## src/sv/mtge_pkg.sv

```systemverilog
// shared types and constants of the markup text glyph emitter
package mtge_pkg;

   // default parameter values
   localparam int STACK_DEPTH_DEF = 8;
   localparam int COORD_BITS_DEF  = 12;

   // fixed field widths
   localparam int CODE_BITS    = 8;
   localparam int SCREEN_BITS  = 12;
   localparam int ATLAS_BITS   = 10;
   localparam int SIZE_BITS    = 7;
   localparam int COLOR_BITS   = 32;
   localparam int CSR_DATA_BITS = 32;
   localparam int CSR_ADDR_BITS = 5;

   // digit buffer of a color code
   localparam int MAX_HELD      = 7;
   localparam int HELD_IDX_BITS = 3;

   // command queue between parser and emitter
   localparam int QUEUE_DEPTH = 2;

   localparam logic [CODE_BITS-1:0]  ESC_BYTE = 8'd124;
   localparam logic [COLOR_BITS-1:0] WHITE    = 32'hFFFF_FFFF;

   // register reset values
   localparam logic [SCREEN_BITS-1:0] ORIGIN_X_RST     = 12'd0;
   localparam logic [SCREEN_BITS-1:0] ORIGIN_Y_RST     = 12'd0;
   localparam logic [SIZE_BITS-1:0]   GLYPH_WIDTH_RST  = 7'd8;
   localparam logic [SIZE_BITS-1:0]   GLYPH_HEIGHT_RST = 7'd12;
   localparam logic [CODE_BITS-1:0]   RESET_CODE_RST   = 8'd114;
   localparam logic [CODE_BITS-1:0]   NEWLINE_CODE_RST = 8'd110;
   localparam logic [CODE_BITS-1:0]   COLOR_CODE_RST   = 8'd99;

   typedef enum logic [1:0] {
      MODE_NORMAL,
      MODE_ESC,
      MODE_COLOR
   } parse_mode_type;

   typedef enum logic [2:0] {
      REG_ORIGIN_X,
      REG_ORIGIN_Y,
      REG_GLYPH_WIDTH,
      REG_GLYPH_HEIGHT,
      REG_RESET_CODE,
      REG_NEWLINE_CODE,
      REG_COLOR_CODE
   } reg_index_type;

   // configuration seen by parser and emitter
   typedef struct packed {
      logic [SCREEN_BITS-1:0] origin_x;
      logic [SCREEN_BITS-1:0] origin_y;
      logic [SIZE_BITS-1:0]   glyph_width;
      logic [SIZE_BITS-1:0]   glyph_height;
      logic [CODE_BITS-1:0]   reset_code;
      logic [CODE_BITS-1:0]   newline_code;
      logic [CODE_BITS-1:0]   color_code;
   } cfg_type;

   // one draw command: a run of glyphs sharing row and color
   typedef struct packed {
      logic [MAX_HELD-1:0][CODE_BITS-1:0] codes;
      logic [HELD_IDX_BITS-1:0]           last_idx;
      logic [COLOR_BITS-1:0]              color;
   } glyph_cmd_type;

endpackage

```

## src/sv/mtge_ifs.sv

```systemverilog
// item channel interfaces: text bytes in, glyph records out
interface mtge_req_if;
   logic       valid;
   logic       ready;
   logic [7:0] char_byte;
   logic       end_of_text;

   modport source (output valid, char_byte, end_of_text, input ready);
   modport sink (input valid, char_byte, end_of_text, output ready);
endinterface

interface mtge_rsp_if;
   logic        valid;
   logic        ready;
   logic [7:0]  glyph;
   logic [11:0] screen_x;
   logic [11:0] screen_y;
   logic [9:0]  atlas_x;
   logic [9:0]  atlas_y;
   logic [7:0]  red;
   logic [7:0]  green;
   logic [7:0]  blue;
   logic [7:0]  alpha;
   logic        last_of_run;

   modport source (output valid, glyph, screen_x, screen_y, atlas_x, atlas_y,
                   red, green, blue, alpha, last_of_run, input ready);
   modport sink (input valid, glyph, screen_x, screen_y, atlas_x, atlas_y,
                 red, green, blue, alpha, last_of_run, output ready);
endinterface

```

## src/sv/mtge_front.sv

```systemverilog
// parser: classifies text bytes, keeps cursor and color stack, issues draw commands
module mtge_front
   import mtge_pkg::*;
#(
   parameter int STACK_DEPTH = STACK_DEPTH_DEF,
   parameter int COORD_BITS  = COORD_BITS_DEF
) (
   input  logic                   clock,
   input  logic                   reset,
   input  cfg_type                cfg,
   input  logic                   in_valid,
   input  logic [CODE_BITS-1:0]   in_char,
   input  logic                   in_last,
   output logic                   in_ready,
   output logic                   out_valid,
   input  logic                   out_ready,
   output glyph_cmd_type          out_cmd,
   output logic [COORD_BITS-1:0]  out_x,
   output logic [COORD_BITS-1:0]  out_y
);

   localparam int CW  = $clog2(STACK_DEPTH + 1);
   localparam int IDX = $clog2(STACK_DEPTH);

   parse_mode_type           mode_ff, mode_in;
   logic [HELD_IDX_BITS-1:0] dc_ff, dc_in;
   logic [COLOR_BITS-1:0]    acc_ff, acc_in;
   logic [CODE_BITS-1:0]     held_ff [MAX_HELD];
   logic [CW-1:0]            count_ff, count_in;
   logic [COLOR_BITS-1:0]    top_ff, top_in;
   logic [COORD_BITS-1:0]    cx_ff, cx_in;
   logic [COORD_BITS-1:0]    cy_ff, cy_in;

   // color stack memory, entry zero is never written, the white base comes from WHITE
   logic [COLOR_BITS-1:0]    stack_mem [STACK_DEPTH];
   logic [COLOR_BITS-1:0]    below_ff;
   logic [IDX-1:0]           below_addr;
   logic                     wr_en;
   logic [IDX-1:0]           wr_addr;

   logic                     accept;
   logic                     emit;
   logic                     held_we;
   logic [COLOR_BITS-1:0]    acc_shift;
   logic [COORD_BITS-1:0]    width_ext;
   logic [COORD_BITS-1:0]    height_ext;

   function automatic logic [3:0] hex_value(input logic [CODE_BITS-1:0] b);
      logic [3:0] v;
      v = 4'd0;
      if (b >= 8'd48 && b <= 8'd57) begin
         v = 4'(b - 8'd48);
      end else if (b >= 8'd97 && b <= 8'd102) begin
         v = 4'(b - 8'd87);
      end else if (b >= 8'd65 && b <= 8'd70) begin
         v = 4'(b - 8'd55);
      end
      return v;
   endfunction

   assign in_ready   = out_ready;
   assign accept     = in_valid & in_ready;
   assign out_valid  = accept & emit;
   assign out_x      = cx_ff;
   assign out_y      = cy_ff;
   assign width_ext  = COORD_BITS'(cfg.glyph_width);
   assign height_ext = COORD_BITS'(cfg.glyph_height);
   assign acc_shift  = {acc_ff[COLOR_BITS-5:0], hex_value(in_char)};
   assign below_addr = IDX'(count_ff - CW'(2));

   // command payload: held digits first, then the current byte
   always_comb begin
      for (int i = 0; i < MAX_HELD; i++) begin
         out_cmd.codes[i] = (HELD_IDX_BITS'(i) < dc_ff) ? held_ff[i] : in_char;
      end
      out_cmd.last_idx = dc_ff;
      out_cmd.color    = top_ff;
   end

   // parse step
   always_comb begin
      mode_in  = mode_ff;
      dc_in    = dc_ff;
      acc_in   = acc_ff;
      count_in = count_ff;
      top_in   = top_ff;
      cx_in    = cx_ff;
      cy_in    = cy_ff;
      emit     = 1'b0;
      held_we  = 1'b0;
      wr_en    = 1'b0;
      wr_addr  = IDX'(count_ff);
      if (accept) begin
         unique case (mode_ff)
            MODE_ESC: begin
               mode_in = MODE_NORMAL;
               if (!in_last) begin
                  priority if (in_char == cfg.reset_code) begin
                     if (count_ff > CW'(1)) begin
                        count_in = count_ff - CW'(1);
                        top_in   = (count_ff == CW'(2)) ? WHITE : below_ff;
                     end
                  end else if (in_char == cfg.newline_code) begin
                     cx_in = COORD_BITS'(cfg.origin_x);
                     cy_in = cy_ff + height_ext;
                  end else if (in_char == cfg.color_code) begin
                     mode_in = MODE_COLOR;
                     dc_in   = '0;
                     acc_in  = '0;
                  end else if (in_char == ESC_BYTE) begin
                     emit  = 1'b1;
                     cx_in = cx_ff + width_ext;
                  end else begin
                     // unknown modifier is dropped
                     mode_in = MODE_NORMAL;
                  end
               end
            end
            MODE_COLOR: begin
               acc_in = acc_shift;
               if (dc_ff == HELD_IDX_BITS'(MAX_HELD)) begin
                  // eighth digit: push, overwrite the top when full
                  wr_en  = 1'b1;
                  top_in = acc_shift;
                  if (count_ff >= CW'(STACK_DEPTH)) begin
                     wr_addr = IDX'(STACK_DEPTH - 1);
                  end else begin
                     count_in = count_ff + CW'(1);
                  end
                  mode_in = MODE_NORMAL;
                  dc_in   = '0;
                  acc_in  = '0;
               end else if (in_last) begin
                  // cut-off color code flushes its digits as glyphs
                  emit = 1'b1;
               end else begin
                  held_we = 1'b1;
                  dc_in   = dc_ff + HELD_IDX_BITS'(1);
               end
            end
            MODE_NORMAL: begin
               if (in_char == ESC_BYTE && !in_last) begin
                  mode_in = MODE_ESC;
               end else begin
                  emit  = 1'b1;
                  cx_in = cx_ff + width_ext;
               end
            end
            default: begin
               mode_in = MODE_NORMAL;
            end
         endcase
         // end of string returns to origin and white
         if (in_last) begin
            mode_in  = MODE_NORMAL;
            dc_in    = '0;
            acc_in   = '0;
            count_in = CW'(1);
            top_in   = WHITE;
            cx_in    = COORD_BITS'(cfg.origin_x);
            cy_in    = COORD_BITS'(cfg.origin_y);
         end
      end
   end

   // parser state
   always_ff @(posedge clock) begin
      if (reset) begin
         mode_ff  <= MODE_NORMAL;
         dc_ff    <= '0;
         acc_ff   <= '0;
         count_ff <= CW'(1);
         top_ff   <= WHITE;
         cx_ff    <= COORD_BITS'(ORIGIN_X_RST);
         cy_ff    <= COORD_BITS'(ORIGIN_Y_RST);
      end else begin
         mode_ff  <= mode_in;
         dc_ff    <= dc_in;
         acc_ff   <= acc_in;
         count_ff <= count_in;
         top_ff   <= top_in;
         cx_ff    <= cx_in;
         cy_ff    <= cy_in;
      end
   end

   // held digit buffer
   always_ff @(posedge clock) begin
      if (held_we) begin
         held_ff[dc_ff] <= in_char;
      end
   end

   // stack memory, the entry below the top is read every cycle
   always_ff @(posedge clock) begin
      if (wr_en) begin
         stack_mem[wr_addr] <= acc_shift;
      end
      below_ff <= stack_mem[below_addr];
   end

endmodule

```

## src/sv/mtge_queue.sv

```systemverilog
// short command queue between parser and emitter
module mtge_queue
   import mtge_pkg::*;
#(
   parameter int COORD_BITS = COORD_BITS_DEF
) (
   input  logic                  clock,
   input  logic                  reset,
   input  logic                  in_valid,
   output logic                  in_ready,
   input  glyph_cmd_type         in_cmd,
   input  logic [COORD_BITS-1:0] in_x,
   input  logic [COORD_BITS-1:0] in_y,
   output logic                  out_valid,
   input  logic                  out_ready,
   output glyph_cmd_type         out_cmd,
   output logic [COORD_BITS-1:0] out_x,
   output logic [COORD_BITS-1:0] out_y
);

   localparam int PW = $clog2(QUEUE_DEPTH);
   localparam int NW = $clog2(QUEUE_DEPTH + 1);

   glyph_cmd_type         cmd_ff [QUEUE_DEPTH];
   logic [COORD_BITS-1:0] x_ff [QUEUE_DEPTH];
   logic [COORD_BITS-1:0] y_ff [QUEUE_DEPTH];
   logic [PW-1:0]         wp_ff, wp_in;
   logic [PW-1:0]         rp_ff, rp_in;
   logic [NW-1:0]         n_ff, n_in;
   logic                  push;
   logic                  pop;

   assign in_ready  = (n_ff != NW'(QUEUE_DEPTH));
   assign out_valid = (n_ff != '0);
   assign push      = in_valid & in_ready;
   assign pop       = out_valid & out_ready;
   assign out_cmd   = cmd_ff[rp_ff];
   assign out_x     = x_ff[rp_ff];
   assign out_y     = y_ff[rp_ff];

   // pointer and fill update
   always_comb begin
      wp_in = wp_ff;
      rp_in = rp_ff;
      n_in  = n_ff;
      if (push) begin
         wp_in = (wp_ff == PW'(QUEUE_DEPTH - 1)) ? '0 : wp_ff + PW'(1);
      end
      if (pop) begin
         rp_in = (rp_ff == PW'(QUEUE_DEPTH - 1)) ? '0 : rp_ff + PW'(1);
      end
      if (push && !pop) begin
         n_in = n_ff + NW'(1);
      end else if (pop && !push) begin
         n_in = n_ff - NW'(1);
      end
   end

   always_ff @(posedge clock) begin
      if (reset) begin
         wp_ff <= '0;
         rp_ff <= '0;
         n_ff  <= '0;
      end else begin
         wp_ff <= wp_in;
         rp_ff <= rp_in;
         n_ff  <= n_in;
      end
   end

   // entry storage
   always_ff @(posedge clock) begin
      if (push) begin
         cmd_ff[wp_ff] <= in_cmd;
         x_ff[wp_ff]   <= in_x;
         y_ff[wp_ff]   <= in_y;
      end
   end

endmodule

```

## src/sv/mtge_back.sv

```systemverilog
// emitter: walks each draw command and presents one glyph record per cycle unless rsp.ready stalls it
module mtge_back
   import mtge_pkg::*;
#(
   parameter int COORD_BITS = COORD_BITS_DEF
) (
   input  logic                  clock,
   input  logic                  reset,
   input  cfg_type               cfg,
   input  logic                  in_valid,
   output logic                  in_ready,
   input  glyph_cmd_type         in_cmd,
   input  logic [COORD_BITS-1:0] in_x,
   input  logic [COORD_BITS-1:0] in_y,
   mtge_rsp_if.source            rsp
);

   localparam int AP = ATLAS_BITS + 1;

   logic                     busy_ff, busy_in;
   glyph_cmd_type            cur_ff, cur_in;
   logic [HELD_IDX_BITS-1:0] k_ff, k_in;
   logic [COORD_BITS-1:0]    x_ff, x_in;
   logic [COORD_BITS-1:0]    y_ff, y_in;

   logic                     last_glyph;
   logic                     take;
   logic                     load;
   logic [CODE_BITS-1:0]     code;
   logic [AP-1:0]            ax_full;
   logic [AP-1:0]            ay_full;

   assign last_glyph = (k_ff == cur_ff.last_idx);
   assign take       = busy_ff & rsp.ready;
   assign in_ready   = ~busy_ff | (take & last_glyph);
   assign load       = in_valid & in_ready;

   // glyph record from the current command
   assign code    = cur_ff.codes[k_ff];
   assign ax_full = AP'(code[3:0]) * AP'(cfg.glyph_width);
   assign ay_full = AP'(code[7:4]) * AP'(cfg.glyph_height);

   assign rsp.valid       = busy_ff;
   assign rsp.glyph       = code;
   assign rsp.screen_x    = SCREEN_BITS'(x_ff);
   assign rsp.screen_y    = SCREEN_BITS'(y_ff);
   assign rsp.atlas_x     = ax_full[ATLAS_BITS-1:0];
   assign rsp.atlas_y     = ay_full[ATLAS_BITS-1:0];
   assign rsp.red         = cur_ff.color[31:24];
   assign rsp.green       = cur_ff.color[23:16];
   assign rsp.blue        = cur_ff.color[15:8];
   assign rsp.alpha       = cur_ff.color[7:0];
   assign rsp.last_of_run = last_glyph;

   // step through the run, load the next command as the last glyph leaves
   always_comb begin
      busy_in = busy_ff;
      cur_in  = cur_ff;
      k_in    = k_ff;
      x_in    = x_ff;
      y_in    = y_ff;
      priority if (load) begin
         busy_in = 1'b1;
         cur_in  = in_cmd;
         k_in    = '0;
         x_in    = in_x;
         y_in    = in_y;
      end else if (take && last_glyph) begin
         busy_in = 1'b0;
      end else if (take) begin
         k_in = k_ff + HELD_IDX_BITS'(1);
         x_in = x_ff + COORD_BITS'(cfg.glyph_width);
      end
   end

   always_ff @(posedge clock) begin
      if (reset) begin
         busy_ff <= 1'b0;
      end else begin
         busy_ff <= busy_in;
      end
   end

   always_ff @(posedge clock) begin
      cur_ff <= cur_in;
      k_ff   <= k_in;
      x_ff   <= x_in;
      y_ff   <= y_in;
   end

endmodule

```

## src/sv/markup_text_glyph_emitter_unit.sv

```systemverilog
// Markup text glyph emitter: one text byte per item in, glyph records out.
// A record is offered after its command passes the queue into the emitter.
// Throughput: one byte per cycle while the queue has room; a cut-off color code
// emits up to seven records, one per cycle from the emitter unless stalled.
// Reset (synchronous): registers to defaults, cursor to origin, stack to white.
module markup_text_glyph_emitter_unit
   import mtge_pkg::*;
#(
   parameter int STACK_DEPTH = STACK_DEPTH_DEF,
   parameter int COORD_BITS  = COORD_BITS_DEF
) (
   input  logic                     clock,
   input  logic                     reset,
   mtge_req_if.sink                 req,
   mtge_rsp_if.source               rsp,
   input  logic                     csr_psel,
   input  logic                     csr_penable,
   input  logic                     csr_pwrite,
   input  logic [CSR_ADDR_BITS-1:0] csr_paddr,
   input  logic [CSR_DATA_BITS-1:0] csr_pwdata,
   output logic [CSR_DATA_BITS-1:0] csr_prdata,
   output logic                     csr_pready
);

   cfg_type               cfg_ff, cfg_in;
   reg_index_type         csr_index;
   logic                  csr_write;

   logic                  f_valid;
   logic                  f_ready;
   glyph_cmd_type         f_cmd;
   logic [COORD_BITS-1:0] f_x;
   logic [COORD_BITS-1:0] f_y;
   logic                  q_valid;
   logic                  q_ready;
   glyph_cmd_type         q_cmd;
   logic [COORD_BITS-1:0] q_x;
   logic [COORD_BITS-1:0] q_y;

   assign csr_pready = 1'b1;
   assign csr_write  = csr_psel & csr_penable & csr_pwrite;
   assign csr_index  = reg_index_type'(csr_paddr[CSR_ADDR_BITS-1:2]);

   // register write decode
   always_comb begin
      cfg_in = cfg_ff;
      if (csr_write) begin
         unique case (csr_index)
            REG_ORIGIN_X:     cfg_in.origin_x     = csr_pwdata[SCREEN_BITS-1:0];
            REG_ORIGIN_Y:     cfg_in.origin_y     = csr_pwdata[SCREEN_BITS-1:0];
            REG_GLYPH_WIDTH:  cfg_in.glyph_width  = csr_pwdata[SIZE_BITS-1:0];
            REG_GLYPH_HEIGHT: cfg_in.glyph_height = csr_pwdata[SIZE_BITS-1:0];
            REG_RESET_CODE:   cfg_in.reset_code   = csr_pwdata[CODE_BITS-1:0];
            REG_NEWLINE_CODE: cfg_in.newline_code = csr_pwdata[CODE_BITS-1:0];
            REG_COLOR_CODE:   cfg_in.color_code   = csr_pwdata[CODE_BITS-1:0];
            default:          cfg_in = cfg_ff;
         endcase
      end
   end

   // register read mux
   always_comb begin
      unique case (csr_index)
         REG_ORIGIN_X:     csr_prdata = CSR_DATA_BITS'(cfg_ff.origin_x);
         REG_ORIGIN_Y:     csr_prdata = CSR_DATA_BITS'(cfg_ff.origin_y);
         REG_GLYPH_WIDTH:  csr_prdata = CSR_DATA_BITS'(cfg_ff.glyph_width);
         REG_GLYPH_HEIGHT: csr_prdata = CSR_DATA_BITS'(cfg_ff.glyph_height);
         REG_RESET_CODE:   csr_prdata = CSR_DATA_BITS'(cfg_ff.reset_code);
         REG_NEWLINE_CODE: csr_prdata = CSR_DATA_BITS'(cfg_ff.newline_code);
         REG_COLOR_CODE:   csr_prdata = CSR_DATA_BITS'(cfg_ff.color_code);
         default:          csr_prdata = '0;
      endcase
   end

   always_ff @(posedge clock) begin
      if (reset) begin
         cfg_ff.origin_x     <= ORIGIN_X_RST;
         cfg_ff.origin_y     <= ORIGIN_Y_RST;
         cfg_ff.glyph_width  <= GLYPH_WIDTH_RST;
         cfg_ff.glyph_height <= GLYPH_HEIGHT_RST;
         cfg_ff.reset_code   <= RESET_CODE_RST;
         cfg_ff.newline_code <= NEWLINE_CODE_RST;
         cfg_ff.color_code   <= COLOR_CODE_RST;
      end else begin
         cfg_ff <= cfg_in;
      end
   end

   // parser
   mtge_front #(
      .STACK_DEPTH (STACK_DEPTH),
      .COORD_BITS  (COORD_BITS)
   ) u_front (
      .clock     (clock),
      .reset     (reset),
      .cfg       (cfg_ff),
      .in_valid  (req.valid),
      .in_char   (req.char_byte),
      .in_last   (req.end_of_text),
      .in_ready  (req.ready),
      .out_valid (f_valid),
      .out_ready (f_ready),
      .out_cmd   (f_cmd),
      .out_x     (f_x),
      .out_y     (f_y)
   );

   // command queue
   mtge_queue #(
      .COORD_BITS (COORD_BITS)
   ) u_queue (
      .clock     (clock),
      .reset     (reset),
      .in_valid  (f_valid),
      .in_ready  (f_ready),
      .in_cmd    (f_cmd),
      .in_x      (f_x),
      .in_y      (f_y),
      .out_valid (q_valid),
      .out_ready (q_ready),
      .out_cmd   (q_cmd),
      .out_x     (q_x),
      .out_y     (q_y)
   );

   // emitter
   mtge_back #(
      .COORD_BITS (COORD_BITS)
   ) u_back (
      .clock    (clock),
      .reset    (reset),
      .cfg      (cfg_ff),
      .in_valid (q_valid),
      .in_ready (q_ready),
      .in_cmd   (q_cmd),
      .in_x     (q_x),
      .in_y     (q_y),
      .rsp      (rsp)
   );

endmodule

```

## src/flat_wrapper.sv

```systemverilog
// flat-port wrapper written by rule: the top's interface ports become plain ports
module markup_text_glyph_emitter_unit_flat import mtge_pkg::*;
#(
   parameter int STACK_DEPTH = STACK_DEPTH_DEF,
   parameter int COORD_BITS  = COORD_BITS_DEF
)
  (clock, reset, csr_psel, csr_penable, csr_pwrite, csr_paddr, csr_pwdata, csr_prdata, csr_pready, req_valid, req_char_byte, req_end_of_text, req_ready, rsp_valid, rsp_glyph, rsp_screen_x, rsp_screen_y, rsp_atlas_x, rsp_atlas_y, rsp_red, rsp_green, rsp_blue, rsp_alpha, rsp_last_of_run, rsp_ready);
  mtge_req_if req_i ();
  mtge_rsp_if rsp_i ();
  input  logic clock;
  input  logic reset;
  input  logic csr_psel;
  input  logic csr_penable;
  input  logic csr_pwrite;
  input  logic [CSR_ADDR_BITS-1:0] csr_paddr;
  input  logic [CSR_DATA_BITS-1:0] csr_pwdata;
  output logic [CSR_DATA_BITS-1:0] csr_prdata;
  output logic csr_pready;
  input wire logic [$bits(req_i.valid)-1:0] req_valid;
  input wire logic [$bits(req_i.char_byte)-1:0] req_char_byte;
  input wire logic [$bits(req_i.end_of_text)-1:0] req_end_of_text;
  output wire logic [$bits(req_i.ready)-1:0] req_ready;
  output wire logic [$bits(rsp_i.valid)-1:0] rsp_valid;
  output wire logic [$bits(rsp_i.glyph)-1:0] rsp_glyph;
  output wire logic [$bits(rsp_i.screen_x)-1:0] rsp_screen_x;
  output wire logic [$bits(rsp_i.screen_y)-1:0] rsp_screen_y;
  output wire logic [$bits(rsp_i.atlas_x)-1:0] rsp_atlas_x;
  output wire logic [$bits(rsp_i.atlas_y)-1:0] rsp_atlas_y;
  output wire logic [$bits(rsp_i.red)-1:0] rsp_red;
  output wire logic [$bits(rsp_i.green)-1:0] rsp_green;
  output wire logic [$bits(rsp_i.blue)-1:0] rsp_blue;
  output wire logic [$bits(rsp_i.alpha)-1:0] rsp_alpha;
  output wire logic [$bits(rsp_i.last_of_run)-1:0] rsp_last_of_run;
  input wire logic [$bits(rsp_i.ready)-1:0] rsp_ready;
  assign req_i.valid = req_valid;
  assign req_i.char_byte = req_char_byte;
  assign req_i.end_of_text = req_end_of_text;
  assign req_ready = req_i.ready;
  assign rsp_valid = rsp_i.valid;
  assign rsp_glyph = rsp_i.glyph;
  assign rsp_screen_x = rsp_i.screen_x;
  assign rsp_screen_y = rsp_i.screen_y;
  assign rsp_atlas_x = rsp_i.atlas_x;
  assign rsp_atlas_y = rsp_i.atlas_y;
  assign rsp_red = rsp_i.red;
  assign rsp_green = rsp_i.green;
  assign rsp_blue = rsp_i.blue;
  assign rsp_alpha = rsp_i.alpha;
  assign rsp_last_of_run = rsp_i.last_of_run;
  assign rsp_i.ready = rsp_ready;
  markup_text_glyph_emitter_unit #(.STACK_DEPTH(STACK_DEPTH), .COORD_BITS(COORD_BITS)) u_core (.clock(clock), .reset(reset), .req(req_i), .rsp(rsp_i), .csr_psel(csr_psel), .csr_penable(csr_penable), .csr_pwrite(csr_pwrite), .csr_paddr(csr_paddr), .csr_pwdata(csr_pwdata), .csr_prdata(csr_prdata), .csr_pready(csr_pready));
endmodule
```

## config.mk

```make
export PLATFORM = sky130hd
export DESIGN_NAME = markup_text_glyph_emitter_unit_flat
export DESIGN_NICKNAME = d
export VERILOG_FILES = /design/src/sv/mtge_pkg.sv /design/src/sv/mtge_ifs.sv /design/src/sv/mtge_front.sv /design/src/sv/mtge_queue.sv /design/src/sv/mtge_back.sv /design/src/sv/markup_text_glyph_emitter_unit.sv /design/src/flat_wrapper.sv
export SDC_FILE = /design/constraint.sdc
export NUM_CORES = 1
export LEC_CHECK = 0
export ABC_AREA = 1
export BUFFER_PORTS_ARGS = -buffer_cell sky130_fd_sc_hd__buf_2
export CAP_MARGIN = 5
export CORE_ASPECT_RATIO = 2
export CORE_UTILIZATION = 62
export CTS_CLUSTER_DIAMETER = 100
export CTS_CLUSTER_SIZE = 28
export DETAILED_ROUTE_END_ITERATION = 10
export PLACE_DENSITY_LB_ADDON = 0.08
export SLEW_MARGIN = 20
export SYNTH_ARGS = -nofsm -noshare
export SYNTH_HDL_FRONTEND = slang
export SYNTH_HIERARCHICAL = 1
export SYNTH_SLANG_ARGS = --single-unit
export TNS_END_PERCENT = 5
```

## constraint.sdc

```tcl
create_clock -name clock -period 7.9 [get_ports clock]
set_input_delay 0 -clock clock [delete_from_list [all_inputs] [get_ports clock]]
set_output_delay 0 -clock clock [all_outputs]
set_load 0.05 [all_outputs]
```

[Yosys cells after proc, flatten, opt, wreduce, memory -nomap -nowiden]
Memory sizes are Yosys's and may differ from the RTL's. A register that Yosys moved wholly into a read port is not among the register bits.
Index checks and enable logic that the tools add are counted.
Word-level totals
  memories kept: 5
  bits in registers: 175
  memory bits (writable): 542
  output and inout bits: 120
  input bits: 53
Operators by class
  mux-type cells: 93
  reductions and logical operators: 35
  equality and inequality tests: 29
  $mul: 2
  add/subtract/negate cells: 15
  order comparisons: 16
  bitwise logic cells: 11
Memory list
  u_core.u_front.stack_mem: depth 8, bits a word 32, read ports 1, clocked after Yosys merged registers in 1, write ports 1, RTL line mtge_front.sv:35  | logic [COLOR_BITS-1:0] stack_mem [STACK_DEPTH];
  u_core.u_queue.cmd_ff: depth 2, bits a word 91, read ports 1, clocked after Yosys merged registers in 1, write ports 1, RTL line mtge_queue.sv:24  | glyph_cmd_type cmd_ff [QUEUE_DEPTH];
  u_core.u_front.held_ff: depth 7, bits a word 8, read ports 7, clocked after Yosys merged registers in 0, write ports 1, RTL line mtge_front.sv:28  | logic [CODE_BITS-1:0] held_ff [MAX_HELD];
  u_core.u_queue.x_ff: depth 2, bits a word 12, read ports 1, clocked after Yosys merged registers in 1, write ports 1, RTL line mtge_queue.sv:25  | logic [COORD_BITS-1:0] x_ff [QUEUE_DEPTH];
  u_core.u_queue.y_ff: depth 2, bits a word 12, read ports 1, clocked after Yosys merged registers in 1, write ports 1, RTL line mtge_queue.sv:26  | logic [COORD_BITS-1:0] y_ff [QUEUE_DEPTH];
Operators with widths (number)
  two-way mux 32 bit: 5
  two-way mux 12 bit: 13
  two-way mux 28 bit: 5
  case mux 12 bit (7 select lines): 1
  two-way mux 8 bit: 8
  case mux 32 bit (2 select lines): 1
  case mux 28 bit (2 select lines): 1
  adder 12 x 7 -> 12 bit: 3
  two-way mux 4 bit: 8
  two-way mux 1 bit: 28
  two-way mux 3 bit: 9
  inequality test 3 bit (second input constant): 9
  binary-select mux 8 bit (select 3 bit): 1
  equality test 8 bit: 3
  case mux 12 bit (2 select lines): 1
  multiplier 4 x 7 -> 10 bit: 2
  AND reduction 2 bit: 9
  >= comparator 8 x 7 -> 1 bit (second input constant): 2
  <= comparator 8 x 7 -> 1 bit (second input constant): 2
  two-way mux 2 bit: 8
  equality test 3 bit (second input constant): 4
  AND reduction 6 bit: 2
  nonzero test 2 bit: 6
  AND reduction 5 bit: 2
  other kinds (40): 68

[Depth between registers and ports, before layout]
  depth in word-level cells: 14
  gate-level depth with buffers: 21

[Hierarchy]
Netlist, hierarchy kept.
By module, submodules not included
  mtge_front: cells each 1888, instances 1, area each 18864.3 sq um
  mtge_queue: cells each 395, instances 1, area each 8737.1 sq um
  mtge_back: cells each 656, instances 1, area each 6666.4 sq um
  markup_text_glyph_emitter_unit: cells each 510, instances 1, area each 3213.1 sq um

[Worst setup path before layout]
Ideal clock, no wire load.
  path type: input port to flip-flop
  start point: input port req_char_byte[0]
  end point: memory u_core/u_queue/cmd_ff[0][0] (netlist bit), enable pin
  setup slack: 1229 ps
  library setup time: 590 ps
  buffers on the path: 1
  stages on the path: 11
  data required time: 7310 ps
  arrival: 6081 ps
  cell sequence: inv_2 clkbuf_1 ha_1 inv_1 nor3_4 nand2_1 nor3_1 nor2_1 nor2_1 nand2_1 nor2_1
On the way
  word-level cells in the longest chain between the ends: 12
  elaborated cells between the ends (all ways): 17
Ends and longest elaborated chain
  from (decl): RTL line flat_wrapper.sv:20  | input wire logic [$bits(req_i.char_byte)-1:0] req_char_byte;
  equality test 8 x 7 -> 1 bit: RTL line mtge_front.sv:110, mtge_front.sv:142
  two-way mux 1 bit: RTL line mtge_front.sv:110  | end else if (in_char == ESC_BYTE) begin
  two-way mux 1 bit: RTL line mtge_front.sv:106  | end else if (in_char == cfg.color_code) begin
  two-way mux 1 bit: RTL line mtge_front.sv:103  | end else if (in_char == cfg.newline_code) begin
  two-way mux 1 bit: RTL line mtge_front.sv:98  | priority if (in_char == cfg.reset_code) begin
  two-way mux 1 bit: RTL line mtge_front.sv:97  | if (!in_last) begin
  case mux 1 bit (3 select lines) *: RTL line mtge_front.sv:94  | unique case (mode_ff)
  two-way mux 1 bit *: RTL line mtge_front.sv:93  | if (accept) begin
  AND 1 bit *: RTL line mtge_front.sv:63  | assign out_valid = accept & emit;
  net u_core.f_valid: RTL line markup_text_glyph_emitter_unit.sv:29  | logic f_valid;
  AND 1 bit *: RTL line mtge_queue.sv:35  | assign push = in_valid & in_ready;
  two-way mux 1 bit *: RTL line mtge_queue.sv:73  | if (push) begin
  two-way mux 1 bit (not written as such) *: RTL line mtge_queue.sv:74  | cmd_ff[wp_ff] <= in_cmd;
  to (decl): RTL line mtge_queue.sv:24
The timed path passes the listed nets; every way through them passes the cells marked *.

[Worst setup path after layout]
  start point: register u_core.u_back.k_ff[0]
  end point: output port rsp_atlas_x[8]
On the way
  word-level cells in the longest chain between the ends: 3
Ends and longest elaborated chain
  from (decl): RTL line mtge_back.sv:22  | logic [HELD_IDX_BITS-1:0] k_ff, k_in;
  from (signal assigned): RTL line mtge_back.sv:86  | k_ff <= k_in;
  binary-select mux 8 bit (select 3 bit): RTL line mtge_back.sv:39  | assign code = cur_ff.codes[k_ff];
  two-way mux 8 bit (not written as such): RTL line mtge_back.sv:39
  multiplier 4 x 7 -> 10 bit: RTL line mtge_back.sv:40  | assign ax_full = AP'(code[3:0]) * AP'(cfg.glyph_width);
  to (decl): RTL line flat_wrapper.sv:27  | output wire logic [$bits(rsp_i.atlas_x)-1:0] rsp_atlas_x;
Every way passes these cells. The select of a mux whose other input is x is not followed.

==> metrics <==
status finished clean; root buffer cell clkbuf_16; met3 routed WL 4.42 mm; Setup Fix Bufs, Post-CTS 0; Setup Skew 0.0416 ns; fmax 0.195 GHz; GPL Wtd Cong 0.929; Die ar. 61500 um^2; Worst-path clk slew 0.11 ns; Net Sw Frac 37.3%; # H-tree levels 2; clock tree buffer depth 3; Mean Syn Cell Area 10.9 um^2; combinational power share 34.2%; WS Path Type flip-flop to output pin; Total Routing Usage GR 29.2%; placed cell area 38300 um^2; std cell rows 127; top cell type's share of synthesized area 52.6%; Power Dens Cells 320 nW/um^2; post-CTS sizing 0; final net count 3616; internal power 0.00795 W; clock power share 17.3%; Die W 176 um; number of antenna violations at the first check in global routing 4; asr flop ratio synth 0%; residual antenna-violating net count after detailed routing 0; sequential share of the synthesized area 63.1%; vias in the first global route 24.2k; Final setup viols 0; Syn Inst Count 3449; worst hold margin 0.0359 ns; Slew @ Worst Pin 1.16 ns; final hold vios 0; Top Layer Used met5; Wirelength per Cell 20.8 um; worst hold path type primary input to flip-flop; M1 WL 32.5 mm; dominant synthesized flop cell edfxtp_1; synth warn 6; TritonCTS clock tree built; Remaining DRCs 0; largest net degree at the start of global routing 78; vias per inst 5.80; Skew-Pair Late Insertion Delay 0.60 ns; fillers 4585; CP Max Fanout 28; core outline area 59900 um^2; HPWL after detailed placement 58.3 mm; Hold Buf Count CTS 23; routed via count 24.8k; Cell variety after synth 56; final instance area 39600 um^2; RSZ-0062 raised after global routing false; Slew HR 21.9%; post-synth top area cell edfxtp_1; setup tns final 0 ns; Port Buffer Count 129; fin crit share 64.9%; VDD IR max 316 uV; Die Height 350 um; Sequential Power Share 48.5%; CTS Buf Count 36; Clock Sinks 853; Post-synth EDFFs 657; Placed Cells 4191; Startpoint Class flip-flop; crit path time final 5.13 ns; worst path arrival time 5.13 ns; Synth area leaders edfxtp_1 (53%), dfxtp_1 (10%), nor2_1 (6.1%); NetSw 0.00474 W; register bit total from synthesis 853; area grow syn2layout 5.70%; Mapped Area 37500 um^2; Met2 Wirelength 47.4 mm; Crit path required time 7.90 ns; final wirelength 89.2 mm; # IOs 173; share of layout cells above drive strength 1 12.0%; iteration count of the initial detailed-routing pass 6; Initial Util 62.6%; grt ovf 0; # Max-Cap Violations 0; Final Max Tran Viols 0; final std cells w/o fill 4283; global-route wire length before repair 136 mm; Lkg Pwr 15.0 nW; DR iter-0 viols 1827; Worst setup EP type output pin
==> synthesized netlist by cell type, types with 31 or more instances <==
cell type  count
a31oi_1       37
nor2_1       607
nand2_1      503
nand3_1      142
dfxtp_1      196
buf_4         64
inv_2         31
nand3b_1      32
clkbuf_1      86
o21ai_0      241
inv_1        215
a21oi_1      100
mux2_4        50
mux2_2        65
ha_1          61
o22ai_1       32
edfxtp_1     657
nand4_1       33
o21ai_1       61
buf_2         32
==> kinds of logic after synthesis <==
logic type	Yosys count	share of synthesized area [%]
fa+ha+maj	84	3.26
compound gates	521	7.62
simple gates	1372	15.3
buf+inv	458	5.64
other cells	2	0.0200
mux	117	4.01
xor+xnor	42	1.02
flops	853	63.1
==> power by group through the flow <==
stage	combinational, W	clock [W]	sequential [W]
final	0.00434	0.00220	0.00615
after global routing	0.00470	0.00239	0.00622
after CTS	0.00434	0.00225	0.00616
after detailed placement	0.00432	0	0.00626
after global placement	0.00421	0	0.00623
after floorplan	0.00328	0	0.00630
==> path summary, 6_finish.rpt <==
check                           start                      endpoint  slack, ns  depth (start not counted)
max             u_core/u_back/k_ff[0]                rsp_atlas_x[8]       2.77                         20
min                      csr_paddr[2]             u_core/cfg_ff[26]       0.04                          6
max reg2reg   u_core/u_front/dc_ff[0]  u_core/u_queue/cmd_ff[1][49]       4.26                          9
min reg2reg  u_core/u_front/top_ff[6]   u_core/u_queue/cmd_ff[0][6]       0.45                          0
==> cells in the final DEF, fill, tap and decap left out, types with 7 or more instances in the layout <==
cell type	instances
clkbuf_1	26
nand3b_1	32
nor2_1	601
a21oi_1	100
mux2_2	65
nand3_1	141
buf_4	30
conb_1	21
nor2_2	12
nand2_1	502
mux2_4	50
nand4_1	33
xor2_1	17
fa_1	23
o211ai_1	20
nand3_2	8
xnor2_1	23
dfxtp_1	193
nor3_1	8
o21ai_1	61
clkbuf_16	37
o22ai_1	32
a31oi_1	37
nor2_4	10
dlygate4sd3_1	23
ha_1	61
inv_2	32
a21oi_2	7
nand2_2	13
buf_2	129
edfxtp_1	657
inv_1	212
o21ai_0	241
==> registers in the layout, summed over array words and instances, names as in the netlist, 24 cells and up, named ones only <==
name / count
u_core/u_front/top_ff: 32
u_core/u_back/cur_ff: 59
u_core/cfg_ff: 62
u_core/u_front/held_ff: 56
u_core/u_queue/cmd_ff: 182
u_core/u_front/acc_ff: 28
u_core/u_queue/y_ff: 24
u_core/u_queue/x_ff: 24
u_core/u_front/below_ff: 32
u_core/u_front/stack_mem: 256
==> metrics by stage <==
stage	total power [W]	utilization, %	worst slack [ns]
after global placement	0.0104	63.9	3.46
final	0.0127	66.1	2.77
after global routing	0.0133	66.1	2.39
after floorplan	0.00959	-	1.23
after detailed placement	0.0106	63.9	3.37
after CTS	0.0128	66.1	2.70
==> metal layers <==
| layer | track usage, % | up-vias |
|---|---|---|
| li1 | - | 11800 |
| met1 | 32.5 | 12000 |
| met2 | 54.1 | 846 |
| met3 | 3.00 | 250 |
| met4 | 16.2 | 2 |
| met5 | 0 | - |
==> final cells by class <==
cell class                 instances  area (um^2)  area share (%)
sequential                       853        23700            59.7
timing repair buffer             183         1130            2.85
multi-input combinational       2157        11900            29.9
inverter                         248          936            2.36
tap                              774          968            2.44
clock buffer                      63         1020            2.58
clock inverter                     2         36.3          0.0916
antenna                            3         7.51          0.0189
==> worst max-delay path, stage by stage, from the launching register on <==
cell and delay [ns]:
dfxtp_1 0.32, buf_4 0.22, inv_2 0.39, nor2_1 0.10
o211ai_1 0.41, o21ai_2 0.26, inv_2 0.13, nand2_1 0.09
fa_1 0.49, inv_1 0.06, fa_1 0.56, inv_1 0.07
fa_1 0.46, o21ai_0 0.33, nand2_1 0.09, nand2_1 0.07
nand2_1 0.06, nand2_1 0.06, nand2_1 0.05, nand2_1 0.04
buf_2 0.25
No activity file was read; power rests on OpenSTA's default activity.
